[config.mk]
export PLATFORM = sky130hd
export DESIGN_NAME = oamr_ctrl
export DESIGN_NICKNAME = d
export VERILOG_FILES = /design/src/rtl/core/oamr_pkg.sv /design/src/rtl/core/oamr_ctrl.sv
export VERILOG_INCLUDE_DIRS = /design/src /design/src/rtl/core
export SDC_FILE = /design/constraint.sdc
export NUM_CORES = 1
export LEC_CHECK = 0
export ABC_AREA = 1
export BUFFER_PORTS_ARGS = -buffer_cell sky130_fd_sc_hd__buf_2
export CAP_MARGIN = 20
export CELL_PAD_IN_SITES_DETAIL_PLACEMENT = 1
export CELL_PAD_IN_SITES_GLOBAL_PLACEMENT = 1
export CORE_UTILIZATION = 24
export DETAILED_ROUTE_END_ITERATION = 6
export PLACE_DENSITY_LB_ADDON = 0.1
export SETUP_SLACK_MARGIN = 0.2
export SYNTH_ARGS = -nofsm -noshare
export SYNTH_HDL_FRONTEND = slang
export SYNTH_SLANG_ARGS = --single-unit
[constraint.sdc]
create_clock -name i_clk -period 1.5 [get_ports i_clk]
set_input_delay 0.3 -clock i_clk [delete_from_list [all_inputs] [get_ports i_clk]]
set_output_delay 0.3 -clock i_clk [all_outputs]
set_load 0.02 [all_outputs]
[src/rtl/core/operand_address_mode_resolver_core_defines.svh]
// ----------------------------------------------------------------------------
// Operand address mode resolver: assertion macros
// Clocked assertion helpers; they expand to nothing under synthesis.
// ----------------------------------------------------------------------------
`ifndef OPERAND_ADDRESS_MODE_RESOLVER_CORE_DEFINES_SVH
`define OPERAND_ADDRESS_MODE_RESOLVER_CORE_DEFINES_SVH

`ifndef SYNTHESIS

`define OAMR_ASSERT(lbl, clk, rst_n, prop, msg) \
    lbl: assert property (@(posedge clk) disable iff (!rst_n) prop) else $error(msg);

`define OAMR_ASSERT_NEVER(lbl, clk, rst_n, expr, msg) \
    lbl: assert property (@(posedge clk) disable iff (!rst_n) !(expr)) else $error(msg);

`else

`define OAMR_ASSERT(lbl, clk, rst_n, prop, msg)

`define OAMR_ASSERT_NEVER(lbl, clk, rst_n, expr, msg)

`endif

`endif

[src/rtl/core/oamr_pkg.sv]
// ----------------------------------------------------------------------------
// Operand address mode resolver package
// Command and mode codes, register numbers and controller/datapath types.
// ----------------------------------------------------------------------------
`timescale 1ns / 1ps

package oamr_pkg;

    localparam int unsigned MEM_WORDS_DEF = 32768;

    localparam logic [2:0] PC_REG = 3'd7;
    localparam logic [2:0] SP_REG = 3'd6;

    localparam logic [1:0] CMD_MEM_WR  = 2'd0;
    localparam logic [1:0] CMD_REG_WR  = 2'd1;
    localparam logic [1:0] CMD_RESOLVE = 2'd2;

    localparam logic [2:0] MODE_REG           = 3'd0;
    localparam logic [2:0] MODE_DEFER         = 3'd1;
    localparam logic [2:0] MODE_AUTOINC       = 3'd2;
    localparam logic [2:0] MODE_AUTOINC_DEFER = 3'd3;
    localparam logic [2:0] MODE_INDEX         = 3'd6;

    typedef enum logic [1:0] {
        RD_REG,
        RD_PC,
        RD_DATA,
        RD_SUM
    } t_rd_sel;

    typedef enum logic [1:0] {
        EA_REG,
        EA_DATA,
        EA_SUM
    } t_ea_sel;

    typedef enum logic [1:0] {
        UPD_NONE,
        UPD_AUTO,
        UPD_TWO_R,
        UPD_TWO_PC
    } t_upd_sel;

    typedef enum logic [1:0] {
        OUT_REG,
        OUT_MEM,
        OUT_UNSUP
    } t_out_sel;

    typedef struct packed {
        logic     capture;
        logic     mem_wr;
        logic     reg_wr;
        logic     rd_en;
        t_rd_sel  rd_sel;
        logic     ea_load;
        t_ea_sel  ea_sel;
        t_upd_sel upd;
        logic     out_load;
        t_out_sel out_sel;
    } t_dp_cmd;

    typedef struct packed {
        logic [2:0] mode;
    } t_dp_stat;

endpackage

[src/rtl/core/oamr_ctrl.sv]
// ----------------------------------------------------------------------------
// Operand address mode resolver controller
// Sequences accept, the first and second memory read and the result beat.
// ----------------------------------------------------------------------------
`timescale 1ns / 1ps
`include "operand_address_mode_resolver_core_defines.svh"

module oamr_ctrl (
    input  logic               i_clk,
    input  logic               i_rst_n,
    input  logic               i_valid,
    output logic               o_stall,
    input  logic [1:0]         i_cmd,
    output logic               o_valid,
    input  logic               i_stall,
    input  oamr_pkg::t_dp_stat i_stat,
    output oamr_pkg::t_dp_cmd  o_cmd
);
    import oamr_pkg::*;

    localparam logic [1:0] S_IDLE   = 2'd0;
    localparam logic [1:0] S_FIRST  = 2'd1;
    localparam logic [1:0] S_SECOND = 2'd2;
    localparam logic [1:0] S_LAST   = 2'd3;

    logic [1:0] r_state;
    logic [1:0] n_state;
    logic       r_out_valid;
    logic       n_out_valid;
    logic       accept;
    logic       out_free;
    t_dp_cmd    cmd;

    assign accept   = i_valid && (r_state == S_IDLE);
    assign out_free = !r_out_valid || !i_stall;

    always_comb begin
        cmd     = '0;
        n_state = r_state;
        unique case (r_state)
            S_IDLE: begin
                if (accept) begin
                    priority if (i_cmd == CMD_MEM_WR) begin
                        cmd.mem_wr = 1'b1;
                    end else if (i_cmd == CMD_REG_WR) begin
                        cmd.reg_wr = 1'b1;
                    end else if (i_cmd == CMD_RESOLVE) begin
                        cmd.capture = 1'b1;
                        n_state     = S_FIRST;
                    end else begin
                        n_state = S_IDLE;
                    end
                end
            end
            S_FIRST: begin
                n_state = S_LAST;
                unique case (i_stat.mode)
                    MODE_DEFER, MODE_AUTOINC: begin
                        cmd.rd_en   = 1'b1;
                        cmd.rd_sel  = RD_REG;
                        cmd.ea_load = 1'b1;
                        cmd.ea_sel  = EA_REG;
                        cmd.upd     = (i_stat.mode == MODE_AUTOINC) ? UPD_AUTO : UPD_NONE;
                    end
                    MODE_AUTOINC_DEFER: begin
                        cmd.rd_en  = 1'b1;
                        cmd.rd_sel = RD_REG;
                        cmd.upd    = UPD_TWO_R;
                        n_state    = S_SECOND;
                    end
                    MODE_INDEX: begin
                        cmd.rd_en  = 1'b1;
                        cmd.rd_sel = RD_PC;
                        cmd.upd    = UPD_TWO_PC;
                        n_state    = S_SECOND;
                    end
                    default: ;
                endcase
            end
            S_SECOND: begin
                n_state     = S_LAST;
                cmd.rd_en   = 1'b1;
                cmd.ea_load = 1'b1;
                if (i_stat.mode == MODE_INDEX) begin
                    cmd.rd_sel = RD_SUM;
                    cmd.ea_sel = EA_SUM;
                end else begin
                    cmd.rd_sel = RD_DATA;
                    cmd.ea_sel = EA_DATA;
                end
            end
            S_LAST: begin
                unique case (i_stat.mode)
                    MODE_REG:                      cmd.out_sel = OUT_REG;
                    MODE_DEFER, MODE_AUTOINC,
                    MODE_AUTOINC_DEFER, MODE_INDEX: cmd.out_sel = OUT_MEM;
                    default:                       cmd.out_sel = OUT_UNSUP;
                endcase
                if (out_free) begin
                    cmd.out_load = 1'b1;
                    n_state      = S_IDLE;
                end
            end
            default: n_state = S_IDLE;
        endcase
    end

    assign n_out_valid = cmd.out_load || (r_out_valid && i_stall);

    always_ff @(posedge i_clk) begin
        if (!i_rst_n) begin
            r_state     <= S_IDLE;
            r_out_valid <= 1'b0;
        end else begin
            r_state     <= n_state;
            r_out_valid <= n_out_valid;
        end
    end

    assign o_stall = (r_state != S_IDLE);
    assign o_valid = r_out_valid;
    assign o_cmd   = cmd;

    `OAMR_ASSERT(a_load_has_room, i_clk, i_rst_n, cmd.out_load |-> (!r_out_valid || !i_stall), "result overwrites a pending beat")
    `OAMR_ASSERT(a_resolve_starts, i_clk, i_rst_n, (accept && i_cmd == CMD_RESOLVE) |=> (r_state == S_FIRST), "resolve beat did not start sequence")
    `OAMR_ASSERT_NEVER(a_rd_wr_clash, i_clk, i_rst_n, cmd.rd_en && cmd.mem_wr, "memory read and write in one cycle")
    `OAMR_ASSERT(a_second_after_first, i_clk, i_rst_n, (r_state == S_SECOND) |-> ($past(r_state) == S_FIRST), "second read without first")

endmodule

==> results.txt <==
The number of antenna cells inserted is 0. The floorplan has 13 rows. The highest net fanout along the worst path is 4. The flop and latch count out of synthesis is 3. The post-synthesis instance total came out at 62. CTS built an H-tree with a depth of 1. The final setup skew came out at 0.00697 ns. The synthesized cell area is 379 um^2. The number of unique standard cell types used by synthesis is 17.

The cell that appears most often on the critical path is nor2_1. The number of vias after detailed routing came out at 565. The share of the yosys chip area belonging to registers is 0.158. In the finished design, the share of the clock period the worst path needs comes to 1.09. The number of nets with antenna violations after routing is 0.

The overall track demand over capacity in global routing came out at 0.183. TritonCTS created 3 clock buffers. ha_1 takes more of the synthesized area than any other cell. The share of the core filled with cells is 0.662. The setup slack of the most critical reg-to-reg path is 0.16 ns. The first detailed-routing pass took 2 iterations.

The residual overflow from global routing came out at 0. The class of the worst hold path is primary input to register. The pin slew with the least headroom to its limit came out at 0.297 ns.

Setup repair after global routing could not meet its margin everywhere. The area share of the largest cell type after synthesis is 0.165. The initial standard-cell utilization of the core came out at 0.274. The delay of the slowest critical-path stage came out at 0.36 ns. The iteration-0 DRC count of the detailed router came out at 3. The required time of the critical path is 1.20 ns. The root buffer cell is clkbuf_4. The floorplan step defined a die boundary enclosing 0.00174 mm^2. For the finished layout, the period the worst path requires is 1.64 ns. STA classifies the critical path endpoint as an output port. TritonCTS built the clock tree. Ranked by total cell area, the synthesized netlist is headed by ha_1, dfxtp_1, nand2_1, inv_1, nor2_1. The worst setup path is launched from a register.

The number of buffer cells added on primary ports came out at 24. The flow ran to the end, but the final reports show violations. The number of synthesis warnings came out at 0.

The ratio of routed vias to standard cells came out at 4.87. IR analysis of the VDD net gives a maximum drop of 0.882 mV. The global-route wire length before repair came out at 2480 um.

A synthesized cell averages 6.11 um^2. In this run the tightest slew margin relative to its limit is 0.801. The net count of the mapped netlist is 76.

Hold timing on the final database bottoms out at a slack of 0.352 ns. The area of the core region came out at 0.00138 mm^2. The total count of max-transition violations in the final report is 0. Data arrives at the worst endpoint at 1.34 ns. The clock drives 3 sinks.

25 I/O pins were placed. The x dimension of the die came out at 41.7 um. The number of global-route vias before repair came out at 557. The final net count is 116. The max-capacitance violation count came out at 0.

The hold violation count in the final report came out at 0. The maximum number of pins on one net before global-route repair is 5. The number of antenna violations at the first check in global routing is 0. The leakage power of the design is 0.410 nW.

In the final layout, the share of cells above drive strength 1 is 0.802. After clock tree synthesis, the clock-pin slew on the worst setup and hold paths is 0.04 ns. Summed over all layers, the routed wires come to 1990 um. The signal on the critical path passes through inv_6 -> ha_4 -> o21ai_2 -> nor2_1 -> nor2_1 -> nor2_2 -> buf_6. The power per cell area came out at 1880 mW/mm^2.

The number of failing setup endpoints in the final timing report came out at 4. The placer's final routability congestion estimate came out at 0.676. The hold buffer count at cts is 0. The placement-stage worst setup slack came out at 0.0215 ns. The y dimension of the die is 41.7 um.

The longest clock path from root to sink contains 2 buffers. The largest individual stage delay along the critical path comes from the cell dfxtp_4. The remaining design rule violation count is 0. The wire length per cell after detailed routing came out at 17.2 um. The worst setup slack after layout came out at -0.142 ns. The checks that failed: setup timing. The achievable frequency is 0.609 GHz. The setup path with the least slack is of type register to output port.

The worst-skew pair later-pin latency is 0.23 ns. From synthesis to final layout, the design area changed by 142%.
-- flip-flops by register name, summed over array words and instances, names as in the netlist --
name	count
r_state	2
o_valid	1
-- Yosys cell counts --
master / number
dfxtp_1: 3
nand3_1: 2
nor2_1: 11
inv_2: 1
o21ai_2: 1
a21oi_1: 4
a211oi_2: 1
nand2_1: 13
nand2_2: 2
nand3_2: 1
nor3_1: 2
nand2_4: 1
inv_1: 11
ha_1: 5
o21ai_0: 2
a21boi_0: 1
a21oi_2: 1
-- cell type report --
class / count / area, um^2
Fill cell: 169 / 467
Multi-Input combinational cell: 47 / 444
Timing Repair Buffer: 35 / 289
Inverter: 12 / 70.1
Sequential cell: 3 / 67.6
Clock buffer: 4 / 26.3
Tap cell: 15 / 18.8
-- worst max-delay path: cells and delay by family, from the launching register on --
kind | cells | cell delay, ns
adder cells (fa/ha/maj) | 1 | 0.18
AO/OA/AOI/OAI | 1 | 0.06
AND/OR/NAND/NOR | 3 | 0.29
flip-flops | 1 | 0.36
buffers and inverters | 2 | 0.22
-- routing by layer --
layer / GRT usage / up-vias / share of wire
li1: - / 271 / -
met1: 0.206 / 262 / 0.40
met2: 0.347 / 24 / 0.52
met3: 0.0435 / 8 / 0.044
met4: 0.0323 / 0 / 0.039
met5: 0 / - / 0
-- report_power, final --
part	internal, W	leakage (nW)	switching (W)
Sequential	0.000121	0.0259	0.0000521
Clock	0.0000999	0.0150	0.0000458
Combinational	0.000638	0.370	0.000764
Total	0.000859	0.410	0.000862
-- logic make-up after synthesis --
family,share of synthesized area
AND/OR/NAND/NOR,0.380
buffers and inverters,0.119
AO/OA/AOI/OAI,0.178
adder cells (fa/ha/maj),0.165
flip-flops,0.158
-- cell usage in the layout (no fill, tap or decap), types with 3 or more instances in the layout --
| cell type | count |
|---|---|
| nor2_2 | 4 |
| inv_6 | 3 |
| buf_4 | 13 |
| nand2_1 | 7 |
| a21oi_2 | 4 |
| nand2_2 | 5 |
| inv_4 | 4 |
| o21ai_2 | 3 |
| clkbuf_4 | 3 |
| buf_2 | 9 |
| inv_1 | 4 |
| ha_4 | 4 |
| nor2_4 | 5 |
| nand2_4 | 4 |
| buf_6 | 13 |
-- final timing paths --
kind / startpoint / end / cells after the start
worst max register to register: r_state[1] / r_state[0] / 9
worst max-delay path: r_state[1] / o_cmd[7] / 7
worst min register to register: o_valid / o_valid / 2
worst min-delay path: i_rst_n / r_state[0] / 3
-- through the flow --
step	cell area [um^2]	power [W]	TNS, ns	instances
global route	916	0.00179	-0.684	116
global placement	542	0.000773	0	102
finish	916	0.00172	-0.409	116
CTS	791	0.00142	-0.232	114
floorplan	395	0.000586	0	62
detailed placement	542	0.000784	0	102
-- repair_timing --
| action | in CTS | in global routing |
|---|---|---|
| buffers inserted | 8 | 2 |
| gates resized for setup | 53 | 31 |
| setup endpoints to repair | 14 | 17 |
| pin swaps | 8 | 10 |
Note: power is estimated with default switching activity, not from simulation.
